File: src/rtl/sorted_list_slot_table_macros.svh
// Assertion macros for the sorted list slot table.
// Included by the top level; needs no package.
`ifndef SORTED_LIST_SLOT_TABLE_MACROS_SVH
`define SORTED_LIST_SLOT_TABLE_MACROS_SVH

// check a condition at every clock edge outside reset
`define SLST_ASSERT_ALWAYS(label, clk, rst, cond) \
   label: assert property (@(posedge clk) disable iff (rst) (cond)) \
      else $error("slot table check failed");

// check a consequence in the same cycle
`define SLST_ASSERT_IMP(label, clk, rst, ante, cons) \
   label: assert property (@(posedge clk) disable iff (rst) (ante) |-> (cons)) \
      else $error("slot table check failed");

// check a consequence in the next cycle
`define SLST_ASSERT_NEXT(label, clk, rst, ante, cons) \
   label: assert property (@(posedge clk) disable iff (rst) (ante) |=> (cons)) \
      else $error("slot table check failed");

`endif

File: src/rtl/slst_pkg.sv
// Shared constants and types of the sorted list slot table.
// No dependencies; used by slst_cmp and sorted_list_slot_table.
`default_nettype none

package slst_pkg;

   localparam int DEPTH_DEF   = 32;
   localparam int KEY_W       = 32;
   localparam int OP_W        = 2;
   localparam int STATUS_W    = 2;
   localparam int SUCC_OUT_W  = 7;
   localparam int COUNT_OUT_W = 7;

   localparam logic [OP_W-1:0] OP_INSERT = 2'd0;
   localparam logic [OP_W-1:0] OP_DELETE = 2'd1;
   localparam logic [OP_W-1:0] OP_DUMP   = 2'd2;

   localparam logic [STATUS_W-1:0] ST_OK       = 2'd0;
   localparam logic [STATUS_W-1:0] ST_FULL     = 2'd1;
   localparam logic [STATUS_W-1:0] ST_NOTFOUND = 2'd2;

   typedef struct packed {
      logic lt;
      logic eq;
   } cmp_res_type;

endpackage

`default_nettype wire

File: src/rtl/sorted_list_slot_table.sv
// Top level of the sorted list slot table: sequencer, slot RAMs and compare unit.
// Depends on slst_pkg, slst_ram, slst_cmp and sorted_list_slot_table_macros.svh.
//
//   channel | direction | tdata                          | tuser   | tlast
//   req     | in        | key[31:0]                      | op[1:0] | -
//   rsp     | out       | entry_successor[6:0],          | status  | last
//           |           | entry_count[13:7], zero[15:14] | [1:0]   |
//
// One item at a time; req_tready is high only while the sequencer is idle.
// Each list step is a slot RAM read, then a compare in the shared unit. The walk stops
// at the first larger key, or for a delete at an equal one; a delete that frees a slot
// below the top moves the top entry into it and scans the slots below the top for its
// predecessor. Dump gives one word per occupied slot and waits on any rsp stall; a
// result waits in the output register while the next word is accepted. No clearing
// pass after reset.
`default_nettype none

module sorted_list_slot_table #(
   parameter int DEPTH = slst_pkg::DEPTH_DEF
) (
   input  wire logic        clock,
   input  wire logic        reset,
   input  wire logic        req_tvalid,
   output logic             req_tready,
   input  wire logic [31:0] req_tdata,  // key[31:0]
   input  wire logic [1:0]  req_tuser,  // op[1:0]
   output logic             rsp_tvalid,
   input  wire logic        rsp_tready,
   output logic [15:0]      rsp_tdata,  // entry_successor[6:0], entry_count[13:7], zero
   output logic [1:0]       rsp_tuser,  // status[1:0]
   output logic             rsp_tlast   // last
);

   localparam int IW  = $clog2(DEPTH);
   localparam int CW  = $clog2(DEPTH + 1);
   localparam int SW  = IW + 1;
   localparam int KW  = slst_pkg::KEY_W;
   localparam int SOW = slst_pkg::SUCC_OUT_W;
   localparam int COW = slst_pkg::COUNT_OUT_W;
   localparam logic [SW-1:0] END_CODE = {1'b1, {IW{1'b0}}};

   localparam logic [3:0] S_IDLE    = 4'd0;
   localparam logic [3:0] S_WRD     = 4'd1;
   localparam logic [3:0] S_WCHK    = 4'd2;
   localparam logic [3:0] S_INS_WR  = 4'd3;
   localparam logic [3:0] S_INS_LNK = 4'd4;
   localparam logic [3:0] S_DEL_UNL = 4'd5;
   localparam logic [3:0] S_DEL_RDT = 4'd6;
   localparam logic [3:0] S_DEL_MOV = 4'd7;
   localparam logic [3:0] S_SC_RD   = 4'd8;
   localparam logic [3:0] S_SC_CHK  = 4'd9;
   localparam logic [3:0] S_DEL_FIN = 4'd10;
   localparam logic [3:0] S_DRD     = 4'd11;
   localparam logic [3:0] S_DOUT    = 4'd12;
   localparam logic [3:0] S_RESP    = 4'd13;

   logic [3:0]                      state_ff, state_in;
   logic [slst_pkg::OP_W-1:0]       op_ff, op_in;
   logic signed [KW-1:0]            key_ff, key_in;
   logic [SW-1:0]                   head_ff, head_in;
   logic [SW-1:0]                   cur_ff, cur_in;
   logic [SW-1:0]                   prev_ff, prev_in;
   logic [SW-1:0]                   csucc_ff, csucc_in;
   logic [CW-1:0]                   count_ff, count_in;
   logic [IW-1:0]                   idx_ff, idx_in;
   logic [slst_pkg::STATUS_W-1:0]   status_ff, status_in;
   logic [SOW-1:0]                  resp_succ_ff, resp_succ_in;

   logic                            rsp_valid_ff, rsp_valid_in;
   logic [slst_pkg::STATUS_W-1:0]   rsp_status_ff, rsp_status_in;
   logic [SOW-1:0]                  rsp_succ_ff, rsp_succ_in;
   logic [COW-1:0]                  rsp_count_ff, rsp_count_in;
   logic                            rsp_last_ff, rsp_last_in;

   logic [IW-1:0]                   rd_addr;
   logic                            key_we, succ_we;
   logic [IW-1:0]                   key_wa, succ_wa;
   logic [KW-1:0]                   key_wd, key_rd;
   logic [SW-1:0]                   succ_wd, succ_rd;
   logic signed [KW-1:0]            cmp_a, cmp_b;
   slst_pkg::cmp_res_type           cmp_res;

   logic [CW-1:0]                   count_m1;
   logic [IW-1:0]                   top_idx;
   logic [IW-1:0]                   slot_idx;
   logic [SOW-1:0]                  succ_rd_ext;
   logic                            out_free;
   logic                            load;
   logic                            idx_is_last;

   slst_ram #(.WIDTH(KW), .DEPTH(DEPTH)) u_key_ram (
      .clock   (clock),
      .wr_en   (key_we),
      .wr_addr (key_wa),
      .wr_data (key_wd),
      .rd_addr (rd_addr),
      .rd_data (key_rd)
   );

   slst_ram #(.WIDTH(SW), .DEPTH(DEPTH)) u_succ_ram (
      .clock   (clock),
      .wr_en   (succ_we),
      .wr_addr (succ_wa),
      .wr_data (succ_wd),
      .rd_addr (rd_addr),
      .rd_data (succ_rd)
   );

   slst_cmp u_cmp (
      .a   (cmp_a),
      .b   (cmp_b),
      .res (cmp_res)
   );

   assign count_m1    = count_ff - CW'(1);
   assign top_idx     = count_m1[IW-1:0];
   assign slot_idx    = count_ff[IW-1:0];
   assign succ_rd_ext = succ_rd[IW] ? {SOW{1'b1}} : SOW'(succ_rd[IW-1:0]);
   assign out_free    = !rsp_valid_ff || rsp_tready;
   assign idx_is_last = (CW'(idx_ff) == count_m1);
   assign req_tready  = (state_ff == S_IDLE);

   always_comb begin
      state_in      = state_ff;
      op_in         = op_ff;
      key_in        = key_ff;
      head_in       = head_ff;
      cur_in        = cur_ff;
      prev_in       = prev_ff;
      csucc_in      = csucc_ff;
      count_in      = count_ff;
      idx_in        = idx_ff;
      status_in     = status_ff;
      resp_succ_in  = resp_succ_ff;
      rsp_status_in = rsp_status_ff;
      rsp_succ_in   = rsp_succ_ff;
      rsp_count_in  = rsp_count_ff;
      rsp_last_in   = rsp_last_ff;
      load          = 1'b0;
      rd_addr       = cur_ff[IW-1:0];
      key_we        = 1'b0;
      key_wa        = cur_ff[IW-1:0];
      key_wd        = key_rd;
      succ_we       = 1'b0;
      succ_wa       = cur_ff[IW-1:0];
      succ_wd       = succ_rd;
      cmp_a         = key_rd;
      cmp_b         = key_ff;

      case (state_ff)
         S_IDLE: begin
            if (req_tvalid) begin
               op_in        = req_tuser;
               key_in       = req_tdata;
               cur_in       = head_ff;
               prev_in      = END_CODE;
               idx_in       = '0;
               status_in    = slst_pkg::ST_OK;
               resp_succ_in = '0;
               case (req_tuser)
                  slst_pkg::OP_INSERT: begin
                     if (count_ff == CW'(DEPTH)) begin
                        status_in = slst_pkg::ST_FULL;
                        state_in  = S_RESP;
                     end else begin
                        state_in = S_WRD;
                     end
                  end
                  slst_pkg::OP_DELETE: begin
                     state_in = S_WRD;
                  end
                  slst_pkg::OP_DUMP: begin
                     if (count_ff == '0) begin
                        resp_succ_in = {SOW{1'b1}};
                        state_in     = S_RESP;
                     end else begin
                        state_in = S_DRD;
                     end
                  end
                  default: begin
                     state_in = S_RESP;
                  end
               endcase
            end
         end
         S_WRD: begin
            if (cur_ff[IW]) begin
               if (op_ff == slst_pkg::OP_INSERT) begin
                  state_in = S_INS_WR;
               end else begin
                  status_in = slst_pkg::ST_NOTFOUND;
                  state_in  = S_RESP;
               end
            end else begin
               state_in = S_WCHK;
            end
         end
         S_WCHK: begin
            if (op_ff == slst_pkg::OP_INSERT) begin
               cmp_a = key_ff;
               cmp_b = key_rd;
               if (!cmp_res.lt) begin
                  prev_in  = cur_ff;
                  cur_in   = succ_rd;
                  state_in = S_WRD;
               end else begin
                  state_in = S_INS_WR;
               end
            end else begin
               cmp_a = key_rd;
               cmp_b = key_ff;
               if (cmp_res.lt) begin
                  prev_in  = cur_ff;
                  cur_in   = succ_rd;
                  state_in = S_WRD;
               end else if (cmp_res.eq) begin
                  csucc_in = succ_rd;
                  state_in = S_DEL_UNL;
               end else begin
                  status_in = slst_pkg::ST_NOTFOUND;
                  state_in  = S_RESP;
               end
            end
         end
         S_INS_WR: begin
            key_we   = 1'b1;
            key_wa   = slot_idx;
            key_wd   = key_ff;
            succ_we  = 1'b1;
            succ_wa  = slot_idx;
            succ_wd  = cur_ff[IW] ? END_CODE : cur_ff;
            state_in = S_INS_LNK;
         end
         S_INS_LNK: begin
            if (prev_ff[IW]) begin
               head_in = {1'b0, slot_idx};
            end else begin
               succ_we = 1'b1;
               succ_wa = prev_ff[IW-1:0];
               succ_wd = {1'b0, slot_idx};
            end
            count_in = count_ff + CW'(1);
            state_in = S_RESP;
         end
         S_DEL_UNL: begin
            if (prev_ff[IW]) begin
               head_in = csucc_ff;
            end else begin
               succ_we = 1'b1;
               succ_wa = prev_ff[IW-1:0];
               succ_wd = csucc_ff;
            end
            state_in = (cur_ff[IW-1:0] == top_idx) ? S_DEL_FIN : S_DEL_RDT;
         end
         S_DEL_RDT: begin
            rd_addr  = top_idx;
            state_in = S_DEL_MOV;
         end
         S_DEL_MOV: begin
            rd_addr = top_idx;
            key_we  = 1'b1;
            key_wa  = cur_ff[IW-1:0];
            key_wd  = key_rd;
            succ_we = 1'b1;
            succ_wa = cur_ff[IW-1:0];
            succ_wd = succ_rd;
            if (head_ff == {1'b0, top_idx}) begin
               head_in = cur_ff;
            end
            idx_in   = '0;
            state_in = S_SC_RD;
         end
         S_SC_RD: begin
            rd_addr  = idx_ff;
            state_in = S_SC_CHK;
         end
         S_SC_CHK: begin
            rd_addr = idx_ff;
            cmp_a   = KW'(succ_rd);
            cmp_b   = KW'({1'b0, top_idx});
            if (cmp_res.eq) begin
               succ_we = 1'b1;
               succ_wa = idx_ff;
               succ_wd = cur_ff;
            end
            if (idx_ff == top_idx - IW'(1)) begin
               state_in = S_DEL_FIN;
            end else begin
               idx_in   = idx_ff + IW'(1);
               state_in = S_SC_RD;
            end
         end
         S_DEL_FIN: begin
            count_in = count_m1;
            if (count_m1 == '0) begin
               head_in = END_CODE;
            end
            state_in = S_RESP;
         end
         S_DRD: begin
            rd_addr  = idx_ff;
            state_in = S_DOUT;
         end
         S_DOUT: begin
            rd_addr = idx_ff;
            if (out_free) begin
               load          = 1'b1;
               rsp_status_in = slst_pkg::ST_OK;
               rsp_succ_in   = succ_rd_ext;
               rsp_count_in  = COW'(count_ff);
               rsp_last_in   = idx_is_last;
               if (idx_is_last) begin
                  state_in = S_IDLE;
               end else begin
                  idx_in   = idx_ff + IW'(1);
                  state_in = S_DRD;
               end
            end
         end
         S_RESP: begin
            if (out_free) begin
               load          = 1'b1;
               rsp_status_in = status_ff;
               rsp_succ_in   = resp_succ_ff;
               rsp_count_in  = COW'(count_ff);
               rsp_last_in   = 1'b1;
               state_in      = S_IDLE;
            end
         end
         default: begin
            state_in = S_IDLE;
         end
      endcase

      if (load) begin
         rsp_valid_in = 1'b1;
      end else if (rsp_tready) begin
         rsp_valid_in = 1'b0;
      end else begin
         rsp_valid_in = rsp_valid_ff;
      end
   end

   always_ff @(posedge clock) begin
      if (reset) begin
         state_ff     <= S_IDLE;
         head_ff      <= END_CODE;
         count_ff     <= '0;
         rsp_valid_ff <= 1'b0;
      end else begin
         state_ff     <= state_in;
         head_ff      <= head_in;
         count_ff     <= count_in;
         rsp_valid_ff <= rsp_valid_in;
      end
   end

   always_ff @(posedge clock) begin
      op_ff         <= op_in;
      key_ff        <= key_in;
      cur_ff        <= cur_in;
      prev_ff       <= prev_in;
      csucc_ff      <= csucc_in;
      idx_ff        <= idx_in;
      status_ff     <= status_in;
      resp_succ_ff  <= resp_succ_in;
      rsp_status_ff <= rsp_status_in;
      rsp_succ_ff   <= rsp_succ_in;
      rsp_count_ff  <= rsp_count_in;
      rsp_last_ff   <= rsp_last_in;
   end

   assign rsp_tvalid = rsp_valid_ff;
   assign rsp_tdata  = {2'b00, rsp_count_ff, rsp_succ_ff};
   assign rsp_tuser  = rsp_status_ff;
   assign rsp_tlast  = rsp_last_ff;

`include "sorted_list_slot_table_macros.svh"

`SLST_ASSERT_ALWAYS(a_count_bound, clock, reset, count_ff <= CW'(DEPTH))
`SLST_ASSERT_IMP(a_head_matches_count, clock, reset, state_ff == S_IDLE, head_ff[IW] == !(|count_ff))
`SLST_ASSERT_NEXT(a_busy_after_accept, clock, reset, req_tvalid && req_tready, !req_tready)

endmodule

`default_nettype wire

File: src/rtl/slst_ram.sv
// Generic single-write, single-read RAM with registered read data.
// No dependencies.
`default_nettype none

module slst_ram #(
   parameter int WIDTH = 32,
   parameter int DEPTH = 32
) (
   input  wire logic                     clock,
   input  wire logic                     wr_en,
   input  wire logic [$clog2(DEPTH)-1:0] wr_addr,
   input  wire logic [WIDTH-1:0]         wr_data,
   input  wire logic [$clog2(DEPTH)-1:0] rd_addr,
   output logic      [WIDTH-1:0]         rd_data
);

   logic [WIDTH-1:0] mem_ff [DEPTH];
   logic [WIDTH-1:0] rd_data_ff;

   always_ff @(posedge clock) begin
      if (wr_en) begin
         mem_ff[wr_addr] <= wr_data;
      end
      rd_data_ff <= mem_ff[rd_addr];
   end

   assign rd_data = rd_data_ff;

endmodule

`default_nettype wire

File: src/rtl/slst_cmp.sv
// Shared signed compare unit of the slot table sequencer.
// Depends on slst_pkg.
`default_nettype none

module slst_cmp (
   input  wire logic signed [slst_pkg::KEY_W-1:0] a,
   input  wire logic signed [slst_pkg::KEY_W-1:0] b,
   output slst_pkg::cmp_res_type                  res
);

   assign res.lt = (a < b);
   assign res.eq = (a == b);

endmodule

`default_nettype wire
File: config.mk
export PLATFORM = sky130hd
export DESIGN_NAME = sorted_list_slot_table
export DESIGN_NICKNAME = d
export VERILOG_FILES = /design/src/rtl/slst_pkg.sv /design/src/rtl/sorted_list_slot_table.sv /design/src/rtl/slst_ram.sv /design/src/rtl/slst_cmp.sv
export VERILOG_INCLUDE_DIRS = /design/src /design/src/rtl
export SDC_FILE = /design/constraint.sdc
export NUM_CORES = 2
export LEC_CHECK = 0
export BUFFER_PORTS_ARGS = -buffer_cell sky130_fd_sc_hd__buf_2
export CORE_MARGIN = 1
export CORE_UTILIZATION = 50
export CTS_CLUSTER_SIZE = 24
export DETAILED_ROUTE_END_ITERATION = 16
export PLACE_DENSITY = 0.65
export SYNTH_ARGS = -nofsm -noshare
export SYNTH_HDL_FRONTEND = slang
export SYNTH_HIERARCHICAL = 1
export SYNTH_SLANG_ARGS = --single-unit
File: constraint.sdc
create_clock -name clock -period 12.3 [get_ports clock]
set_clock_uncertainty 0.05 [all_clocks]
set_input_delay 3.075 -clock clock [delete_from_list [all_inputs] [get_ports clock]]
set_output_delay 3.075 -clock clock [all_outputs]
set_load 0.01 [all_outputs]
Yosys cells after proc, flatten, opt, wreduce, memory -nomap -nowiden
Memory sizes are Yosys's and may differ from the RTL's. A register that Yosys moved wholly into a read port is not among the register bits. Cells that the tools add are included.

Muxes and demuxes: 84. Reductions and logical operators: 29. Bitwise logic cells: 2. Add/subtract/negate cells: 4. Equality and inequality tests: 37. Order comparisons: 1.

Operators by type and width (count): 32-bit case mux with 2 select lines (2); 32-bit 2-to-1 mux (3); 6-bit 2-to-1 mux (16); 4-bit case mux with 13 select lines (1); 6-bit case mux with 4 select lines (2); 4-bit 2-to-1 mux (11); 6-bit case mux with 2 select lines (3); 5-bit 2-to-1 mux (7); 32-bit == test (1); 32-bit less-than comparator (1); 7-bit 2-to-1 mux (4); 2-bit != test (second input constant) (14); 4-bit == test (second input constant) (6); 2-bit 2-to-1 mux (10); 5-bit case mux with 4 select lines (1); 4-bit by 3-bit == test with 1-bit output (second input constant) (4); 1-bit 2-to-1 mux (15); 5-bit case mux with 3 select lines (1); 7-bit case mux with 2 select lines (1); 6-bit zero test (2); 4-bit case mux with 3 select lines (1); 5-bit == test (2); 5-bit case mux with 2 select lines (1); 5-bit AND reduction (2); 31 further kinds (46).

Memories kept: 2. Register bits after elaboration: 99. Logic and storage cells: 175. Bits in writable memories: 1216.

Memory list: u_key_ram.mem_ff (depth 32, width 32, read ports 1, clocked after Yosys merged registers in 1, wr ports 1, RTL line slst_ram.sv:17) `logic [WIDTH-1:0] mem_ff [DEPTH];`; u_succ_ram.mem_ff (depth 32, width 6, read ports 1, clocked after Yosys merged registers in 1, wr ports 1, RTL line slst_ram.sv:17).

Longest topological paths before layout
Word-level depth: 8. Depth in mapped cells: 21. Gate-level depth less buffers: 18.

Cells and area by module
The synthesis kept the hierarchy.

Modules (own cells, without submodules): slst_ram (u_key_ram) (times used 1, cells each 2260, area each 40492.6 µm²); slst_ram (u_succ_ram) (times used 1, cells each 323, area each 7589.8 µm²); sorted_list_slot_table (times used 1, cells each 760, area each 6311.1 µm²); slst_cmp (times used 1, cells each 113, area each 820.8 µm²).

Worst setup path before layout
Ideal clock, no wire load.

Path type: reg-to-reg. Start point: reg state_ff[3]. End point: mem u_succ_ram/mem_ff[0][0] (netlist bit), enable pin. Library setup time: 0.350 ns. Arrival: 4.424 ns. Cell stages (with the launch flop): 22. Data required time: 11.900 ns. Setup slack: 7.477 ns. Cell sequence: dfxtp_1 -> buf_2 -> nor4b_4 -> and2_1 -> buf_2 -> buf_2 -> buf_2 -> nand2_1 -> o21ai_0 -> inv_1 -> ha_1 -> nand4_2 -> nor4_1 -> nand2_1 -> nor2_1 -> nand2_1 -> o21a_1 -> clkbuf_1 -> a221o_1 -> or3b_2 -> clkbuf_1 -> nor2_1.

RTL lines: from (decl) (RTL line sorted_list_slot_table.sv:57) `logic [3:0] state_ff, state_in;`; from (signal assigned) (RTL line sorted_list_slot_table.sv:351) `state_ff <= state_in;`; to (decl) (RTL line slst_ram.sv:17).

==> flow_summary.ini <==
[outcome]
status = finished clean

[yosys]
ys_seq_area_share_pct = 72.2
synth_commonest_cells = 1291 x edfxtp_1, 520 x mux2i_1, 337 x nand2_1
async_flop_share_pct = 0
synth_top_cell_by_area = edfxtp_1
avgSynthCellArea_sq_um = 16.0
synth-main-ff-cell = edfxtp_1
synth_area_leaders = edfxtp_1 70%, mux2i_1 9.4%, mux4_2 2.4%
synth_edf_count = 1291
syn-cell-area_sq_um = 55200
synth_top_area_share_pct = 70.2
synth_cells = 3456
yosysUniqueCellTypes = 76
synth_most_common_cell = edfxtp_1
yosysWarnings = 6
ys_seq_elements = 1346

[finish]
diodes = 0
nNetsFinal = 3591
post-route-util_pct = 56.4
multi_input_area_sq_um = 14400
n_fill_cell = 8348
area_growth_pct = 11.5
final_cell_area_sq_um = 61600
drive_gt1_share_pct = 12.5
seqCellArea_sq_um = 39900

[global_route]
track_usage_pct = 25.0
grt-ovfl-total = 0
antenna_found_initial = 1
grt_pass1_vias = 29600
grt_max_degree = 129
grt_pass1_wl_microns = 203000

[critical_path]
endpoint_kind = flip-flop
worstSetupPathType = reg2reg
cp_data_required_time_ns = 12.63
cp_max_fo = 119
cp-start-kind = flip-flop
cp.arrival_ns = 7.23

[clocking]
clock-sinks = 1346
cts_hold_buf = 0
clock_latency_ns = 0.75
ctsResizeCount = 0
clk_pin_slew_worst_paths_ns = 0.06
cts_buffers = 139
cts_tree = built
cts_setup_buffers = 0
cts-root-buf = clkbuf_16
cts_buffer_depth = 3
ctsHtreeMaxLevel = 4

[place]
io_buffer_count = 55
dpl-instance-area_sq_um = 57100
gp_congestion = 0.890
place_hpwl_microns = 75900

[timing]
drv_slew = 0
report.final.setup_viol = 0
timing.fmax_mhz = 145
fin_crit_sh_pct = 56.1
relSlewSlack_pct = 15.7
hold_viol = 0
rsz0062_at_grt = no
setup_tns_ns = 0
period_needed_ns = 6.90
worst_slew_pin_slew_ns = 1.26

[drt]
drc = 0
vias_per_cell = 6.14
vias = 31300
drtAntennaViolNets = 0
totalWireLength_microns = 140000
wl_per_cell_microns = 27.4
initialDrtViolationCount = 3764
drtPass1Iterations = 6

[worst_hold_path]
hp-class = reg2reg

[floorplan]
io_pins = 59
die-area_sq_um = 112000
core.rowCount = 121
fp.dieH_microns = 334
design.core.area_sq_um = 109000
die_x_microns = 334
start_util_pct = 50.6

[run]
cap_viol_max_count = 0

[pwr]
powerDensity_nw_per_um2 = 250
ir_drop_mv = 0.210
p_leak_nw = 21.0
## critical path, cell delays in order, from the launching register on
cell and delay, ns:
dfxtp_1 0.57, nor4b_4 0.87, and2_4 0.92, o21ai_0 0.24, ha_1 0.41, nand4_2 0.16
nor4_1 0.75, nand2_1 0.13, nor2_1 0.28, inv_1 0.11, nor2_1 0.39, a22o_1 0.22
a221o_1 0.34, or3b_2 0.53, nor2_1 0.50
## cell usage in the layout, fill, tap and decap left out, types with 38 or more instances in the layout
cell type  synthesis  layout
a21oi_1          128     128
a22o_1            73      73
a22oi_1          101     101
a31oi_1           38      38
buf_2             51      55
buf_4             38      59
clkbuf_1          80      59
clkbuf_16          0     142
dfxtp_1           55      55
edfxtp_1        1291    1291
ha_1              38      38
inv_1             46      46
mux2i_1          520     520
mux4_2            60      60
nand2_1          337     335
nand3_1          114     113
nor2_1           126      93
nor3_1            40      40
o21ai_0           78      78
## flip-flops by register name, summed over array words and instances (netlist names), 32 cells and up
name,flops
key_ff,32
u_key_ram/rd_data,32
u_key_ram/mem_ff,1024
u_succ_ram/mem_ff,192
## report_power, final
part,leakage [nW],switching [mW],internal (mW)
Combinational,6.75,3.32,1.76
Sequential,12.1,0.241,5.98
Clock,2.16,1.73,2.38
## final timing paths
path                                            start                        to  slack (ns)  cells past startpoint
worst min-delay path            u_succ_ram/rd_data[0]               csucc_ff[0]        0.48                      0
worst max register to register            state_ff[0]  u_succ_ram/mem_ff[17][5]        5.40                     14
worst max-delay path                      state_ff[0]  u_succ_ram/mem_ff[17][5]        5.40                     14
worst min register to register  u_succ_ram/rd_data[0]               csucc_ff[0]        0.48                      0
## kinds of logic after synthesis
kind of cell             synth area share [%]
XOR/XNOR                                0.569
AO/OA/AOI/OAI                            5.93
multiplexers                             12.3
adder cells (fa/ha/maj)                 0.861
other                                 0.00679
AND/OR/NAND/NOR                          5.80
buffers and inverters                    2.35
flip-flops                               72.2
## stage by stage
stage	setup WS (ns)	std cells	hold slack, ns	total power, mW
after global placement	5.81	4850	0.470	11.3
final	5.40	5108	0.477	15.4
after CTS	5.55	5108	0.484	15.4
after detailed placement	5.55	4850	0.471	11.3
after floorplan	7.48	3458	0.367	9.78
after global routing	5.06	5108	0.498	16.0
## routing by layer
layer | track usage [%] | up-vias | share of wire, %
met5 | 0 | - | 0.0050
met4 | 6.83 | 2 | 2.3
met3 | 4.79 | 227 | 9.5
met2 | 37.7 | 1529 | 45
met1 | 37.3 | 16000 | 43
li1 | - | 13500 | -
## layout make-up
class / count / share of cell area (%)
Sequential cell: 1346 / 64.8
Multi-Input combinational cell: 1861 / 23.3
Clock buffer: 211 / 6.36
Tap cell: 1476 / 3.00
Timing Repair Buffer: 120 / 1.36
Clock inverter: 47 / 0.892
Inverter: 47 / 0.287
No activity file was read; power rests on OpenSTA's default activity.
